`src/sv/spr_pkg.sv`:
```
// shared types and constants for the period based speedometer
`timescale 1ns / 1ps

package spr_pkg;

   localparam int PERIOD_BITS    = 24;
   localparam int RATE_W         = 24;
   localparam int REF_W          = 36;
   localparam int NUM_W          = 41;
   localparam int SPEED_W        = 16;
   localparam int STEP_W         = 8;
   localparam int DIGIT_W        = 4;
   localparam int CLAMP_W        = 10;
   localparam int REM_W          = 7;
   localparam int DIV_CNT_W      = 6;

   localparam logic [NUM_W-1:0]   RATE_NUM       = NUM_W'(10000000);
   localparam logic [REF_W-1:0]   SEC_PER_HOUR   = REF_W'(3600);
   localparam logic [NUM_W-1:0]   CAL_FACTOR     = NUM_W'(3600 * 60);
   localparam logic [SPEED_W-1:0] DIGIT_CLAMP    = SPEED_W'(999);
   localparam logic [SPEED_W-1:0] BLANK_LIMIT    = SPEED_W'(99);
   localparam logic [SPEED_W-1:0] SPEED_MAX      = {SPEED_W{1'b1}};
   localparam logic [STEP_W-1:0]  MAX_STEP_RESET = STEP_W'(35);
   localparam logic [DIV_CNT_W-1:0] DIV_LAST     = DIV_CNT_W'(NUM_W - 1);

   // reciprocal constants for the decimal split
   localparam logic [10:0] RECIP_HUNDRED = 11'd1311;
   localparam int          SHIFT_HUNDRED = 17;
   localparam logic [7:0]  RECIP_TEN     = 8'd205;
   localparam int          SHIFT_TEN     = 11;
   localparam logic [REM_W-1:0] HUNDRED  = REM_W'(100);
   localparam logic [DIGIT_W-1:0] TEN    = DIGIT_W'(10);

   typedef enum logic {
      OP_CALIBRATE = 1'b0,
      OP_MEASURE   = 1'b1
   } op_type;

   typedef struct packed {
      op_type                 op;
      logic [PERIOD_BITS-1:0] period;
      logic                   seen;
      logic                   period_zero;
   } item_type;

   typedef struct packed {
      logic             start;
      logic [NUM_W-1:0] dividend;
      logic [REF_W-1:0] divisor;
   } div_req_type;

   typedef struct packed {
      logic             done;
      logic [NUM_W-1:0] quotient;
   } div_rsp_type;

endpackage

```
`src/sv/spr_front.sv`:
```
// request queue and classification in front of the compute sequencer
`timescale 1ns / 1ps

module spr_front import spr_pkg::*; (
   input  logic                   clock,
   input  logic                   reset,
   input  logic                   req_push,
   output logic                   req_full,
   input  logic                   req_op,
   input  logic [PERIOD_BITS-1:0] req_period_count,
   input  logic                   req_pulses_seen,
   output logic                   item_valid,
   output item_type               item,
   input  logic                   item_take
);

   item_type   slot_ff [2];
   logic       wr_ptr_ff;
   logic       rd_ptr_ff;
   logic [1:0] count_ff;
   logic [1:0] count_in;
   logic       push_ok;
   logic       pop_ok;
   item_type   new_item;

   assign req_full   = (count_ff == 2'd2);
   assign item_valid = (count_ff != 2'd0);
   assign item       = slot_ff[rd_ptr_ff];
   assign push_ok    = req_push && !req_full;
   assign pop_ok     = item_take && item_valid;

   always_comb begin
      new_item.op          = op_type'(req_op);
      new_item.period      = req_period_count;
      new_item.seen        = req_pulses_seen;
      new_item.period_zero = (req_period_count == '0);
   end

   always_comb begin
      count_in = count_ff;
      if (push_ok && !pop_ok) begin
         count_in = count_ff + 2'd1;
      end else if (pop_ok && !push_ok) begin
         count_in = count_ff - 2'd1;
      end
   end

   always_ff @(posedge clock) begin
      if (reset) begin
         wr_ptr_ff <= 1'b0;
         rd_ptr_ff <= 1'b0;
         count_ff  <= 2'd0;
      end else begin
         count_ff <= count_in;
         if (push_ok) begin
            wr_ptr_ff <= !wr_ptr_ff;
         end
         if (pop_ok) begin
            rd_ptr_ff <= !rd_ptr_ff;
         end
      end
   end

   always_ff @(posedge clock) begin
      if (push_ok) begin
         slot_ff[wr_ptr_ff] <= new_item;
      end
   end

endmodule

```
`src/sv/spr_div.sv`:
```
// restoring serial divider, one quotient bit per cycle
`timescale 1ns / 1ps

module spr_div import spr_pkg::*; (
   input  logic        clock,
   input  logic        reset,
   input  div_req_type div_req,
   output div_rsp_type div_rsp
);

   logic [REF_W-1:0]     rem_ff;
   logic [NUM_W-1:0]     quo_ff;
   logic [REF_W-1:0]     divisor_ff;
   logic [DIV_CNT_W-1:0] count_ff;
   logic                 busy_ff;
   logic                 done_ff;
   logic [REF_W:0]       rem_shift;
   logic [REF_W+1:0]     trial;

   assign rem_shift = {rem_ff, quo_ff[NUM_W-1]};
   assign trial     = {1'b0, rem_shift} - {2'b00, divisor_ff};

   assign div_rsp.done     = done_ff;
   assign div_rsp.quotient = quo_ff;

   always_ff @(posedge clock) begin
      if (reset) begin
         busy_ff <= 1'b0;
         done_ff <= 1'b0;
      end else begin
         done_ff <= 1'b0;
         if (div_req.start) begin
            busy_ff <= 1'b1;
         end else if (busy_ff && count_ff == DIV_LAST) begin
            busy_ff <= 1'b0;
            done_ff <= 1'b1;
         end
      end
   end

   always_ff @(posedge clock) begin
      if (div_req.start) begin
         rem_ff     <= '0;
         quo_ff     <= div_req.dividend;
         divisor_ff <= div_req.divisor;
         count_ff   <= '0;
      end else if (busy_ff) begin
         count_ff <= count_ff + DIV_CNT_W'(1);
         if (!trial[REF_W+1]) begin
            rem_ff <= trial[REF_W-1:0];
            quo_ff <= {quo_ff[NUM_W-2:0], 1'b1};
         end else begin
            rem_ff <= rem_shift[REF_W-1:0];
            quo_ff <= {quo_ff[NUM_W-2:0], 1'b0};
         end
      end
   end

endmodule

```
`src/sv/spr_back.sv`:
```
// compute sequencer: rate, reference, speed, spike filter and result register
`timescale 1ns / 1ps

module spr_back import spr_pkg::*; (
   input  logic                clock,
   input  logic                reset,
   input  logic                item_valid,
   input  item_type            item,
   output logic                item_take,
   input  logic [STEP_W-1:0]   max_step,
   output div_req_type         div_req,
   input  div_rsp_type         div_rsp,
   output logic                rsp_empty,
   input  logic                rsp_pop,
   output logic [SPEED_W-1:0]  rsp_speed,
   output logic [DIGIT_W-1:0]  rsp_digit_hundreds,
   output logic [DIGIT_W-1:0]  rsp_digit_tens,
   output logic [DIGIT_W-1:0]  rsp_digit_ones,
   output logic                rsp_blank_hundreds,
   output logic                rsp_spike_rejected
);

   typedef enum logic [2:0] {
      ST_IDLE,
      ST_RATE_WAIT,
      ST_MUL,
      ST_DECIDE,
      ST_SPEED_WAIT,
      ST_FILTER,
      ST_OUT
   } state_type;

   state_type          state_ff;
   op_type             op_ff;
   logic               seen_ff;
   logic [RATE_W-1:0]  rate_ff;
   logic [REF_W-1:0]   cal_prod_ff;
   logic [NUM_W-1:0]   meas_prod_ff;
   logic [REF_W-1:0]   ref_ff;
   logic [SPEED_W-1:0] raw_ff;
   logic [SPEED_W-1:0] prev_ff;
   logic               armed_ff;
   logic [SPEED_W-1:0] spd_ff;
   logic               rej_ff;
   logic               out_valid_ff;

   logic [REF_W-1:0]   cal_prod_in;
   logic [NUM_W-1:0]   meas_prod_in;
   logic [SPEED_W-1:0] raw_in;
   logic [SPEED_W:0]   rise;
   logic               spike;
   logic               out_free;

   // decimal split
   logic [CLAMP_W-1:0] clamped;
   logic [20:0]        hund_prod;
   logic [DIGIT_W-1:0] hund;
   logic [REM_W-1:0]   below_hund;
   logic [14:0]        ten_prod;
   logic [DIGIT_W-1:0] tens;
   logic [DIGIT_W-1:0] ones;
   logic [REM_W-1:0]   hund_part;
   logic [DIGIT_W-1:0] ten_part;

   assign cal_prod_in  = REF_W'(rate_ff) * SEC_PER_HOUR;
   assign meas_prod_in = NUM_W'(rate_ff) * CAL_FACTOR;
   assign raw_in       = (div_rsp.quotient > NUM_W'(SPEED_MAX)) ? SPEED_MAX
                         : div_rsp.quotient[SPEED_W-1:0];
   assign rise         = {1'b0, raw_ff} - {1'b0, prev_ff};
   assign spike        = armed_ff && (raw_ff > prev_ff)
                         && (rise > (SPEED_W + 1)'(max_step));
   assign out_free     = !out_valid_ff || rsp_pop;

   assign clamped    = (spd_ff > DIGIT_CLAMP) ? DIGIT_CLAMP[CLAMP_W-1:0]
                       : spd_ff[CLAMP_W-1:0];
   assign hund_prod  = 21'(clamped) * 21'(RECIP_HUNDRED);
   assign hund       = hund_prod[SHIFT_HUNDRED+DIGIT_W-1:SHIFT_HUNDRED];
   assign hund_part  = REM_W'(hund) * HUNDRED;
   assign below_hund = REM_W'(clamped - CLAMP_W'(hund_part))
                       ^ REM_W'(CLAMP_W'(hund) * CLAMP_W'(0));
   assign ten_prod   = 15'(below_hund) * 15'(RECIP_TEN);
   assign tens       = ten_prod[SHIFT_TEN+DIGIT_W-1:SHIFT_TEN];
   assign ten_part   = DIGIT_W'(tens * TEN);
   assign ones       = DIGIT_W'(below_hund) - ten_part;

   assign item_take = (state_ff == ST_IDLE) && item_valid;
   assign rsp_empty = !out_valid_ff;

   always_comb begin
      div_req.start    = 1'b0;
      div_req.dividend = RATE_NUM;
      div_req.divisor  = REF_W'(item.period);
      if (state_ff == ST_IDLE) begin
         div_req.start = item_valid && !item.period_zero;
      end else if (state_ff == ST_DECIDE) begin
         div_req.start    = (op_ff == OP_MEASURE) && seen_ff && (ref_ff != '0);
         div_req.dividend = meas_prod_ff;
         div_req.divisor  = ref_ff;
      end
   end

   always_ff @(posedge clock) begin
      if (reset) begin
         state_ff     <= ST_IDLE;
         ref_ff       <= '0;
         prev_ff      <= '0;
         armed_ff     <= 1'b0;
         out_valid_ff <= 1'b0;
      end else begin
         if (rsp_pop && out_valid_ff && state_ff != ST_OUT) begin
            out_valid_ff <= 1'b0;
         end
         case (state_ff)
            ST_IDLE: begin
               if (item_valid) begin
                  op_ff   <= item.op;
                  seen_ff <= item.seen;
                  rate_ff <= '0;
                  state_ff <= item.period_zero ? ST_MUL : ST_RATE_WAIT;
               end
            end
            ST_RATE_WAIT: begin
               if (div_rsp.done) begin
                  rate_ff  <= div_rsp.quotient[RATE_W-1:0];
                  state_ff <= ST_MUL;
               end
            end
            ST_MUL: begin
               cal_prod_ff  <= cal_prod_in;
               meas_prod_ff <= meas_prod_in;
               state_ff     <= ST_DECIDE;
            end
            ST_DECIDE: begin
               raw_ff <= '0;
               if (op_ff == OP_CALIBRATE) begin
                  ref_ff   <= cal_prod_ff;
                  armed_ff <= 1'b0;
                  spd_ff   <= '0;
                  rej_ff   <= 1'b0;
                  state_ff <= ST_OUT;
               end else if (seen_ff && ref_ff != '0) begin
                  state_ff <= ST_SPEED_WAIT;
               end else begin
                  state_ff <= ST_FILTER;
               end
            end
            ST_SPEED_WAIT: begin
               if (div_rsp.done) begin
                  raw_ff   <= raw_in;
                  state_ff <= ST_FILTER;
               end
            end
            ST_FILTER: begin
               if (spike) begin
                  spd_ff   <= prev_ff;
                  rej_ff   <= 1'b1;
                  armed_ff <= 1'b0;
               end else begin
                  spd_ff   <= raw_ff;
                  prev_ff  <= raw_ff;
                  rej_ff   <= 1'b0;
                  armed_ff <= 1'b1;
               end
               state_ff <= ST_OUT;
            end
            ST_OUT: begin
               if (out_free) begin
                  out_valid_ff       <= 1'b1;
                  rsp_speed          <= spd_ff;
                  rsp_digit_hundreds <= hund;
                  rsp_digit_tens     <= tens;
                  rsp_digit_ones     <= ones;
                  rsp_blank_hundreds <= (spd_ff <= BLANK_LIMIT);
                  rsp_spike_rejected <= rej_ff;
                  state_ff           <= ST_IDLE;
               end
            end
            default: begin
               state_ff <= ST_IDLE;
            end
         endcase
      end
   end

endmodule

```
`src/sv/speed_from_period_with_spike_reject_top.sv`:
```
// top level of the period based speedometer with spike rejection
`timescale 1ns / 1ps

// Each request carries an op, a pulse period and a pulses-seen flag and gives
// exactly one response. Its timing is set by the shared serial divider, which
// produces one quotient bit per cycle over 41 bits, once for the rate and,
// for a measure request, once more for the speed. A period of zero skips
// the rate division, and a measure with no pulses or no calibration skips
// the speed division. Up to two requests queue ahead of the sequencer and
// one finished response waits in the output register. max_step is written
// through the csr channel, which is always ready, and should only change
// while no request is in flight.

module speed_from_period_with_spike_reject_top import spr_pkg::*; (
   input  logic                   clock,
   input  logic                   reset,
   input  logic                   push,
   output logic                   full,
   input  logic                   req_op,
   input  logic [PERIOD_BITS-1:0] req_period_count,
   input  logic                   req_pulses_seen,
   output logic                   empty,
   input  logic                   pop,
   output logic [SPEED_W-1:0]     rsp_speed,
   output logic [DIGIT_W-1:0]     rsp_digit_hundreds,
   output logic [DIGIT_W-1:0]     rsp_digit_tens,
   output logic [DIGIT_W-1:0]     rsp_digit_ones,
   output logic                   rsp_blank_hundreds,
   output logic                   rsp_spike_rejected,
   input  logic                   csr_valid,
   output logic                   csr_ready,
   input  logic [STEP_W-1:0]      csr_max_step
);

   logic [STEP_W-1:0] max_step_ff;
   logic              item_valid;
   item_type          item;
   logic              item_take;
   div_req_type       div_req;
   div_rsp_type       div_rsp;

   assign csr_ready = 1'b1;

   always_ff @(posedge clock) begin
      if (reset) begin
         max_step_ff <= MAX_STEP_RESET;
      end else if (csr_valid && csr_ready) begin
         max_step_ff <= csr_max_step;
      end
   end

   spr_front u_front (
      .clock            (clock),
      .reset            (reset),
      .req_push         (push),
      .req_full         (full),
      .req_op           (req_op),
      .req_period_count (req_period_count),
      .req_pulses_seen  (req_pulses_seen),
      .item_valid       (item_valid),
      .item             (item),
      .item_take        (item_take)
   );

   spr_div u_div (
      .clock   (clock),
      .reset   (reset),
      .div_req (div_req),
      .div_rsp (div_rsp)
   );

   spr_back u_back (
      .clock              (clock),
      .reset              (reset),
      .item_valid         (item_valid),
      .item               (item),
      .item_take          (item_take),
      .max_step           (max_step_ff),
      .div_req            (div_req),
      .div_rsp            (div_rsp),
      .rsp_empty          (empty),
      .rsp_pop            (pop),
      .rsp_speed          (rsp_speed),
      .rsp_digit_hundreds (rsp_digit_hundreds),
      .rsp_digit_tens     (rsp_digit_tens),
      .rsp_digit_ones     (rsp_digit_ones),
      .rsp_blank_hundreds (rsp_blank_hundreds),
      .rsp_spike_rejected (rsp_spike_rejected)
   );

endmodule

```
`config.mk`:
```
export PLATFORM = sky130hd
export DESIGN_NAME = speed_from_period_with_spike_reject_top
export DESIGN_NICKNAME = d
export VERILOG_FILES = /design/src/sv/spr_pkg.sv /design/src/sv/spr_front.sv /design/src/sv/spr_div.sv /design/src/sv/spr_back.sv /design/src/sv/speed_from_period_with_spike_reject_top.sv
export SDC_FILE = /design/constraint.sdc
export NUM_CORES = 1
export LEC_CHECK = 0
export BUFFER_PORTS_ARGS = -buffer_cell sky130_fd_sc_hd__buf_4
export CORE_ASPECT_RATIO = 1.5
export CORE_MARGIN = 2
export CORE_UTILIZATION = 65
export DETAILED_ROUTE_END_ITERATION = 7
export PLACE_DENSITY = 0.84
export SLEW_MARGIN = 20
export SYNTH_ARGS = -nofsm -noshare
export SYNTH_HDL_FRONTEND = slang
export SYNTH_SLANG_ARGS = --single-unit
export TNS_END_PERCENT = 1
```
`constraint.sdc`:
```
create_clock -name clock -period 18.4 [get_ports clock]
set_clock_uncertainty 0.15 [all_clocks]
set_input_delay 1.84 -clock clock [delete_from_list [all_inputs] [get_ports clock]]
set_output_delay 1.84 -clock clock [all_outputs]
set_load 0.01 [all_outputs]
```
Yosys cells after proc, flatten, opt, wreduce, memory -nomap -nowiden:

Memory sizes are Yosys's and may differ from the RTL's. A register that Yosys moved wholly into a read port is not among the register bits.
Index checks and enable logic that the tools add are counted.

* $mul: 6
* bitwise operators: 3
* eq/ne operators: 14
* reductions and logical operators: 43
* order comparisons: 5
* add/sub/neg operators: 7
* mux-type cells: 42

Operator list (number)
* two-way mux 41 bit: 2
* two-way mux 78 bit: 1
* two-way mux 77 bit: 1
* two-way mux 16 bit: 4
* one-hot mux 16 bit (2 select lines): 2
* two-way mux 24 bit: 2
* one-hot mux 24 bit (2 select lines): 1
* > comparator 41 x 16 -> 1 bit, second input constant: 1
* subtractor 37 x 36 -> 38 bit: 1
* two-way mux 36 bit: 1
* nonzero test 36 bit: 1
* multiplier 24 x 12 -> 35 bit, second input constant: 1
* multiplier 24 x 8 -> 32 bit, second input constant: 1
* logical NOT 24 bit: 1
* multiplier 10 x 11 -> 21 bit, second input constant: 1
* one-hot mux 3 bit (7 select lines): 1
* > comparator 17 x 8 -> 1 bit: 1
* subtractor 16 x 16 -> 17 bit: 1
* > comparator 16 x 10 -> 1 bit, second input constant: 1
* > comparator 16 bit: 1
* <= comparator 16 x 7 -> 1 bit, second input constant: 1
* two-way mux 1 bit: 16
* multiplier 7 x 8 -> 15 bit, second input constant: 1
* two-way mux 3 bit: 5
* other kinds (28): 71

* memories kept: 1
* output and inout port bits: 33
* word-level logic and storage cells: 151
* bits in writable memories: 54
* register bits after elaboration: 342
* input port bits: 39

Memory list
* u_front.slot_ff: words 2, width 27, read ports 1, clocked after Yosys merged registers in 1, write ports 1, line spr_front.sv:17 `item_type slot_ff [2];`

Longest topological paths before layout:

Gate-level depths: netlist of run 1.

* depth after elaboration: 8
* depth in mapped cells: 50
* mapped depth without buffers: 49

Modules after synthesis:

From an unflattened synthesis of run 1, not the netlist that was laid out.

* cell total of the unflattened synthesis: 2854
* area, all modules: 30239.0 um^2

Modules (own cells, without submodules)
* spr_back: cells an instance 2033, area an instance 20699.9 um^2, instances 1, sequential area each 5715.5 um^2
* spr_div: cells an instance 675, area an instance 7015.5 um^2, instances 1, sequential area each 3193.1 um^2
* spr_front: cells an instance 118, area an instance 2217.1 um^2, instances 1, sequential area each 1721.7 um^2
* speed_from_period_with_spike_reject_top: cells an instance 28, area an instance 306.5 um^2, instances 1, sequential area each 160.2 um^2

Worst setup path after synthesis of run 1:

Ideal clock, no wire load.

* path type: register to register
* start point: register u_back.spd_ff[13]
* end point: register u_back.rsp_digit_ones[3] (data pin)
* data required time: 17.989 ns
* setup time: 0.261 ns
* period minus slack after synthesis: 11.305 ns
* slack: 7.095 ns
* arrival time: 10.894 ns
* path buffers: 1
* cell stages (with the launch flop): 48
* cells stage by stage: edfxtp_1 > or4_1 > clkbuf_2 > or3_1 > ha_1 > a21oi_1 > nand2_1 > xnor2_1 > xnor2_1 > fa_1 > inv_1 > fa_1 > fa_1 > inv_1 > ha_1 > a211oi_1 > nand2b_1 > a211o_1 > (+12 left out) > ha_1 > ha_1 > fa_1 > inv_1 > fa_1 > inv_1 > ha_1 > nand2_1 > o31ai_1 > a31oi_1 > o21ai_0 > and2_1 > o21a_1 > nor2_1 > fa_1 > xnor2_1 > xnor2_1 > xnor2_1

* word-level cells in the longest chain between the ends: 8

Ends and longest elaborated chain
* start: declaration: line spr_back.sv:43 `logic [SPEED_W-1:0] spd_ff;`
* start signal: assignment: line spr_back.sv:155 `spd_ff <= prev_ff;`
* start signal: assignment: line spr_back.sv:159 `spd_ff <= raw_ff;`
* > comparator 16 x 10 -> 1 bit: line spr_back.sv:74 `assign clamped = (spd_ff > DIGIT_CLAMP) ? DIGIT_CLAMP[CLAMP_W-1:0]`
* two-way mux 10 bit: line spr_back.sv:74
* multiplier 10 x 11 -> 21 bit: line spr_back.sv:76 `assign hund_prod = 21'(clamped) * 21'(RECIP_HUNDRED);`
* named net u_back.hund_prod[20]: line spr_back.sv:56 `logic [20:0] hund_prod;`
* multiplier 4 x 5 -> 5 bit: line spr_back.sv:78 `assign hund_part = REM_W'(hund) * HUNDRED;`
* subtractor 7 bit: line spr_back.sv:79 `assign below_hund = REM_W'(clamped - CLAMP_W'(hund_part))`
* multiplier 7 x 8 -> 15 bit: line spr_back.sv:81 `assign ten_prod = 15'(below_hund) * 15'(RECIP_TEN);`
* multiplier 4 x 3 -> 3 bit: line spr_back.sv:83 `assign ten_part = DIGIT_W'(tens * TEN);`
* named net u_back.ten_part[2]: line spr_back.sv:63 `logic [DIGIT_W-1:0] ten_part;`
* subtractor 4 bit: line spr_back.sv:84 `assign ones = DIGIT_W'(below_hund) - ten_part;`
* named net u_back.ones[3]: line spr_back.sv:61 `logic [DIGIT_W-1:0] ones;`
* end signal: assignment: line spr_back.sv:172 `rsp_digit_ones <= ones;`
* end: declaration: line spr_back.sv:18 `output logic [DIGIT_W-1:0] rsp_digit_ones,`

The timed path passes the listed nets, and every way through them passes these cells.
A chain may end at the register's enable or synchronous reset.

Final worst setup path of run 1:

Ends and elaborated chain as after synthesis.

==> impl_metrics.env, run 1 <==
export IMPL_wirelength_um=66100
export IMPL_route_detailed_drc=0
export IMPL_critPathSlowestCell="or4_1"
export IMPL_clock_sinks=396
export IMPL_path_class="flop to flop"
export IMPL_cts_htree_levels=2
export IMPL_min_period_over_period_pct=67.9
export IMPL_hp_class="flop to flop"
export IMPL_grt_pass1_wl_um=108000
export IMPL_synth_area_um2=29000
export IMPL_grt_overflow_total=0
export IMPL_syn_to_final_growth_pct=8.28
export IMPL_cts_resized=0
export IMPL_grt_max_degree=85
export IMPL_relSlewSlack_pct=32.1
export IMPL_cp_slowest_stage_delay_ns=0.69
export IMPL_synth_edff_count=286
export IMPL_synth_common_cells="444 x inv_1, 382 x ha_1, 286 x edfxtp_1"
export IMPL_synth_area_top_cells="edfxtp_1 30%, ha_1 16%, fa_1 12%"
export IMPL_numPlacedInstances=3390
export IMPL_firstDrtPassIters=5
export IMPL_ant_nets=0
export IMPL_portBuffers=70
export IMPL_cp_arrival_ns=12.64
export IMPL_synth_async_reset_ratio_pct=0
export IMPL_cts_buffer_depth=3
export IMPL_path_max_fanout=9
export IMPL_netlist_top_cell_by_area="edfxtp_1"
export IMPL_path_common_cell="ha_1"
export IMPL_crit_required_ns=18.55
export IMPL_max_freq_ghz=0.0801
export IMPL_dp_hpwl_um=50800
export IMPL_routedWlPerCell_um=19.1
export IMPL_yosys_warnings=0
export IMPL_crit_path_end_kind="flop"
export IMPL_seq_area_frac_synth_pct=37.2
export IMPL_hold_viol_final=0
export IMPL_fin_crit_ns=12.49
export IMPL_first_iter_violations=1440
export IMPL_track_usage_pct=29.4
export IMPL_synthMostInstantiatedCell="inv_1"
export IMPL_viasPerCell=5.94
export IMPL_tightest_slew_ns=1.01
export IMPL_utilization_pct=71.4
export IMPL_cts_tree="built"
export IMPL_cts_buffers_inserted=39
export IMPL_num_nets_final=3449
export IMPL_die_h_um=263
export IMPL_fin_cells=3461
export IMPL_syn_nets=3401
export IMPL_cap_violations=0
export IMPL_fin_setup_tns_ns=0
export IMPL_diodes=0
export IMPL_antenna_found_initial=0
export IMPL_setup_viol=0
export IMPL_drive_above_1_share_pct=6.38
export IMPL_core_um2=44000
export IMPL_synth_avg_cell_area_um2=10.3
export IMPL_clk_latency_ns=0.57
export IMPL_rsz0062_at_grt="no"
export IMPL_cts_root_buf="clkbuf_16"
export IMPL_cts_clk_slew_worst_paths_ns=0.06
export IMPL_chipWidth_um=176
export IMPL_num_rows=94
export IMPL_status="finished clean"
export IMPL_start_util_pct=65.9
export IMPL_io_pins=72
export IMPL_ys_ff_latch=396
export IMPL_maxSlewViolCount=0
export IMPL_place_gp_congestion=1.01
export IMPL_start_kind="flop"
export IMPL_yosys_cell_types_count=73
export IMPL_synth_ff_type="edfxtp_1"
export IMPL_cts_hold_buf=0
export IMPL_die_area_um2=46400
export IMPL_syn_instance_count=2807
export IMPL_synth_top_area_share_pct=29.6
export IMPL_vias=20568
export IMPL_n_fill_cell=3109
export IMPL_grt_pass1_vias=21799
export IMPL_post_cts_setup_buffers=0
==> worst paths after layout <==
path,startpoint,to,slack [ns],cells after the start
worst max-delay path,u_back.spd_ff[13],u_back.rsp_digit_ones[3],5.91,46
worst min-delay path,u_back.rej_ff,u_back.rsp_spike_rejected,0.27,0
worst max register to register,u_back.spd_ff[13],u_back.rsp_digit_ones[3],5.91,46
worst min register to register,u_back.rej_ff,u_back.rsp_spike_rejected,0.27,0
==> final cells by class <==
type,count,area (um^2),area share [%]
well taps,576,721,2.29
inverters,446,1680,5.33
clock buffers,46,1030,3.29
repair buffers,85,638,2.03
multi-input cells,1887,16300,51.9
flip-flops and latches,396,10800,34.4
clock inverters,25,244,0.777
==> placed cells by master, fill, tap and decap left out, types with 41 or more instances in the layout <==
| cell | count |
|---|---|
| inv_1 | 444 |
| ha_1 | 382 |
| edfxtp_1 | 286 |
| nand2_1 | 243 |
| fa_1 | 173 |
| nor2_1 | 153 |
| a21oi_1 | 144 |
| dfxtp_1 | 109 |
| o21ai_0 | 102 |
| xnor2_1 | 92 |
| mux2i_1 | 91 |
| buf_4 | 85 |
| and2_1 | 49 |
| nand3_1 | 41 |
==> metrics by stage <==
stage               setup slack, ns  instance area (um^2)  hold WS (ns)
detailed placement             5.95                 30100         0.256
global route                   5.15                 31400         0.287
global placement               6.23                 30100         0.252
CTS                            5.92                 31400         0.271
floorplan                      7.10                 29000         0.250
finish                         5.91                 31400         0.269
==> flip-flops by register name (all words and copies together), names as in the netlist, 2 cells and up, named ones only <==
signal and cells:
u_back.rate_ff 24, u_back.meas_prod_ff 34, u_div.count_ff 6, u_div.rem_ff 36
u_back.rsp_digit_tens 4, u_front.slot_ff 54, u_back.raw_ff 16, u_front.count_ff 2
max_step_ff 8, u_back.ref_ff 32, u_back.prev_ff 16, u_back.rsp_digit_ones 4
u_back.rsp_digit_hundreds 4, u_back.cal_prod_ff 32, u_back.rsp_speed 16, u_back.spd_ff 16
u_back.state_ff 3, u_div.quo_ff 41, u_div.divisor_ff 36
==> critical path, delay by kind of cell (launching register included) <==
kind	cells	cell delay, ns
AND/OR/NAND/NOR	10	2.12
adder cells (fa/ha/maj)	13	5.04
XOR/XNOR	7	1.50
flip-flops	1	0.37
AO/OA/AOI/OAI	11	2.76
buffers and inverters	5	0.24
==> layer usage <==
| metal | track usage, % | routed length, um |
|---|---|---|
| met5 | 0 | 0 |
| met3 | 3.05 | 2590 |
| met4 | 19.2 | 4740 |
| met1 | 32.5 | 23900 |
| met2 | 53.1 | 34800 |
==> logic make-up (layout without fill, tap and decap cells) <==
logic type      Yosys count  count (layout)  synth area share (%)
other cells               1               1                0.0129
compound gates          462             462                  10.1
buf+inv                 524             602                  6.82
mux                      96              96                  3.33
simple gates            651             651                  10.5
fa+ha+maj               556             556                  28.5
flops                   396             396                  37.2
xor+xnor                121             121                  3.65
Power of run 1 is not shown: default switching activity piles up to over one toggle a cycle in this logic, so the estimate is an artifact.
==> inputs of run 2 (changes only) <==
--- a/config.mk
+++ b/config.mk
@@ -8,9 +8,9 @@
 export BUFFER_PORTS_ARGS = -buffer_cell sky130_fd_sc_hd__buf_4
 export CORE_ASPECT_RATIO = 1.5
 export CORE_MARGIN = 2
-export CORE_UTILIZATION = 65
+export CORE_UTILIZATION = 64
 export DETAILED_ROUTE_END_ITERATION = 7
-export PLACE_DENSITY = 0.84
+export PLACE_DENSITY = 0.83
 export SLEW_MARGIN = 20
 export SYNTH_ARGS = -nofsm -noshare
 export SYNTH_HDL_FRONTEND = slang
==> constraint.sdc (replaced) <==
create_clock -name clock -period 11.8 [get_ports clock]
set_clock_uncertainty 0.15 [all_clocks]
set_input_delay 1.18 -clock clock [delete_from_list [all_inputs] [get_ports clock]]
set_output_delay 1.18 -clock clock [all_outputs]
set_load 0.01 [all_outputs]
==> run 2 against run 1 <==
  * Wire length up 3.2%
  * First-iteration DRC count up 9.3%
  * Final cell count up 1.1%
  * Sequential share of layout area down 0.41 points
  * Critical path depth up 3
  * Global-route usage up 0.28 points
  * Worst setup slack worse by 5.4 ns
  * Via count up 0.75%
  * Utilization down 0.47 points
  * Hold slack better by 0.012 ns
  * Register-to-register slack worse by 5.4 ns
==> impl_metrics.env, run 2 (synthesis gave the netlist of run 1 again) <==
export IMPL_status="finished clean"
export IMPL_cts_root_buf="clkbuf_16"
export IMPL_numPlacedInstances=3419
export IMPL_setup_viol=0
export IMPL_cap_violations=0
export IMPL_io_pins=72
export IMPL_cp_slowest_stage_delay_ns=0.54
export IMPL_track_usage_pct=29.7
export IMPL_hold_depth=0
export IMPL_hp_class="flop to flop"
export IMPL_start_util_pct=64.7
export IMPL_route_detailed_drc=0
export IMPL_die_area_um2=47100
export IMPL_met2_usage_pct=54.8
export IMPL_vias=20722
export IMPL_path_max_fanout=3
export IMPL_reg2reg_from="u_back.spd_ff[12]"
export IMPL_firstDrtPassIters=6
export IMPL_diodes=0
export IMPL_fin_cells=3498
export IMPL_cts_hold_buf=0
export IMPL_viasPerCell=5.92
export IMPL_path_class="flop to flop"
export IMPL_clock_sinks=396
export IMPL_antenna_found_initial=0
export IMPL_place_gp_congestion=0.984
export IMPL_drive_above_1_share_pct=7.65
export IMPL_syn_to_final_growth_pct=9.59
export IMPL_r2r_end="u_back.rsp_digit_ones[3]"
export IMPL_setup_ws_ns=0.502
export IMPL_tightest_slew_ns=1.03
export IMPL_num_nets_final=3477
export IMPL_n_fill_cell=3168
export IMPL_grt_overflow_total=0
export IMPL_reg2reg_depth=49
export IMPL_path_common_cell="ha_1"
export IMPL_dp_slack_ns=0.189
export IMPL_crit_required_ns=11.96
export IMPL_maxSlewViolCount=0
export IMPL_chipWidth_um=178
export IMPL_crit_path_end_kind="flop"
export IMPL_largest_reg_flops=54
export IMPL_final_cell_mix="443 x inv_1, 382 x ha_1, 286 x edfxtp_1"
export IMPL_regMostFlops="u_front.slot_ff"
export IMPL_grt_max_degree=85
export IMPL_relSlewSlack_pct=31.3
export IMPL_cts_buffers_inserted=41
export IMPL_critPathSlowestCell="or4_4"
export IMPL_num_rows=95
export IMPL_cts_tree="built"
export IMPL_start_kind="flop"
export IMPL_portBuffers=70
export IMPL_grt_pass1_wl_um=110000
export IMPL_fin_crit_ns=11.30
export IMPL_core_um2=44800
export IMPL_top_regs="u_front.slot_ff x54, u_div.quo_ff x41"
export IMPL_wirelength_um=68200
export IMPL_cts_buffer_depth=3
export IMPL_cts_clk_slew_worst_paths_ns=0.07
export IMPL_first_iter_violations=1574
export IMPL_use_met1_pct=32.3
export IMPL_mostFrequentLayoutCell="inv_1"
export IMPL_cp_arrival_ns=11.46
export IMPL_clk_latency_ns=0.58
export IMPL_setup_worst_path_end="u_back.rsp_digit_ones[3]"
export IMPL_startpoint="u_back.spd_ff[12]"
export IMPL_routedWlPerCell_um=19.5
export IMPL_fin_setup_tns_ns=0
export IMPL_dp_hpwl_um=51900
export IMPL_top_usage_layer="met2"
export IMPL_cts_htree_levels=2
export IMPL_max_freq_ghz=0.0885
export IMPL_hold_viol_final=0
export IMPL_grt_pass1_vias=21734
export IMPL_hold_ws_ns=0.281
export IMPL_grtUsageMet3_pct=3.74
export IMPL_r2r_setup_slack_ns=0.50
export IMPL_min_period_over_period_pct=95.7
export IMPL_die_h_um=265
export IMPL_ant_nets=0
run 2: cell count changes in the layout (fill, tap and decap cells not counted), moves of 3 or more:
| cell | change |
|---|---|
| clkinv_4 | +3 |
| clkbuf_8 | +3 |
| clkinv_2 | -4 |
| buf_4 | +24 |
| clkbuf_16 | +3 |
run 2: worst min-delay path by stage:
stage,end,startpoint,slack [ns]
final,u_back.rsp_spike_rejected,u_back.rej_ff,0.28
after global routing,u_back.rsp_spike_rejected,u_back.rej_ff,0.29
after CTS,u_back.rsp_spike_rejected,u_back.rej_ff,0.28
after detailed placement,u_back.rsp_spike_rejected,u_back.rej_ff,0.26
after global placement,u_back.rsp_spike_rejected,u_back.rej_ff,0.26
after floorplan,u_back.rsp_spike_rejected,u_back.rej_ff,0.25
run 2: what timing repair did:
action                                  4_1_cts  5_1_grt
endpoints found under the hold margin         0        0
endpoints found under the setup margin        0        2
gates resized for setup                       0       12
buffers inserted                              0        2
run 2: layer usage:
layer  share of wire [%]  up-vias
met5                   0        -
met4                 6.1        0
met3                 4.3      251
met2                  53      700
met1                  36    10025
li1                    -     9746
run 2: metrics by stage:
stage	instance area [um^2]	utilization, %
after floorplan	29000	-
after global placement	30300	67.6
after detailed placement	30300	67.6
after CTS	31700	70.8
after global routing	31800	70.9
final	31800	70.9
run 2: cell type report:
class | count | area (um^2) | share of cell area, %
Multi-Input combinational cell | 1887 | 16300 | 51.4
Sequential cell | 396 | 10800 | 33.9
Inverter | 446 | 1680 | 5.27
Clock buffer | 53 | 1150 | 3.62
Timing Repair Buffer | 111 | 845 | 2.66
Tap cell | 582 | 728 | 2.29
Clock inverter | 23 | 258 | 0.811
run 2: worst max-delay path, delay by kind of cell (launching register included):
| kind | cells | cell delay, ns |
|---|---|---|
| flops | 1 | 0.40 |
| buf+inv | 9 | 0.63 |
| fa+ha+maj | 15 | 5.26 |
| compound gates | 10 | 1.99 |
| simple gates | 10 | 1.69 |
| xor+xnor | 5 | 0.90 |
Power of run 2 is left out for the same reason.
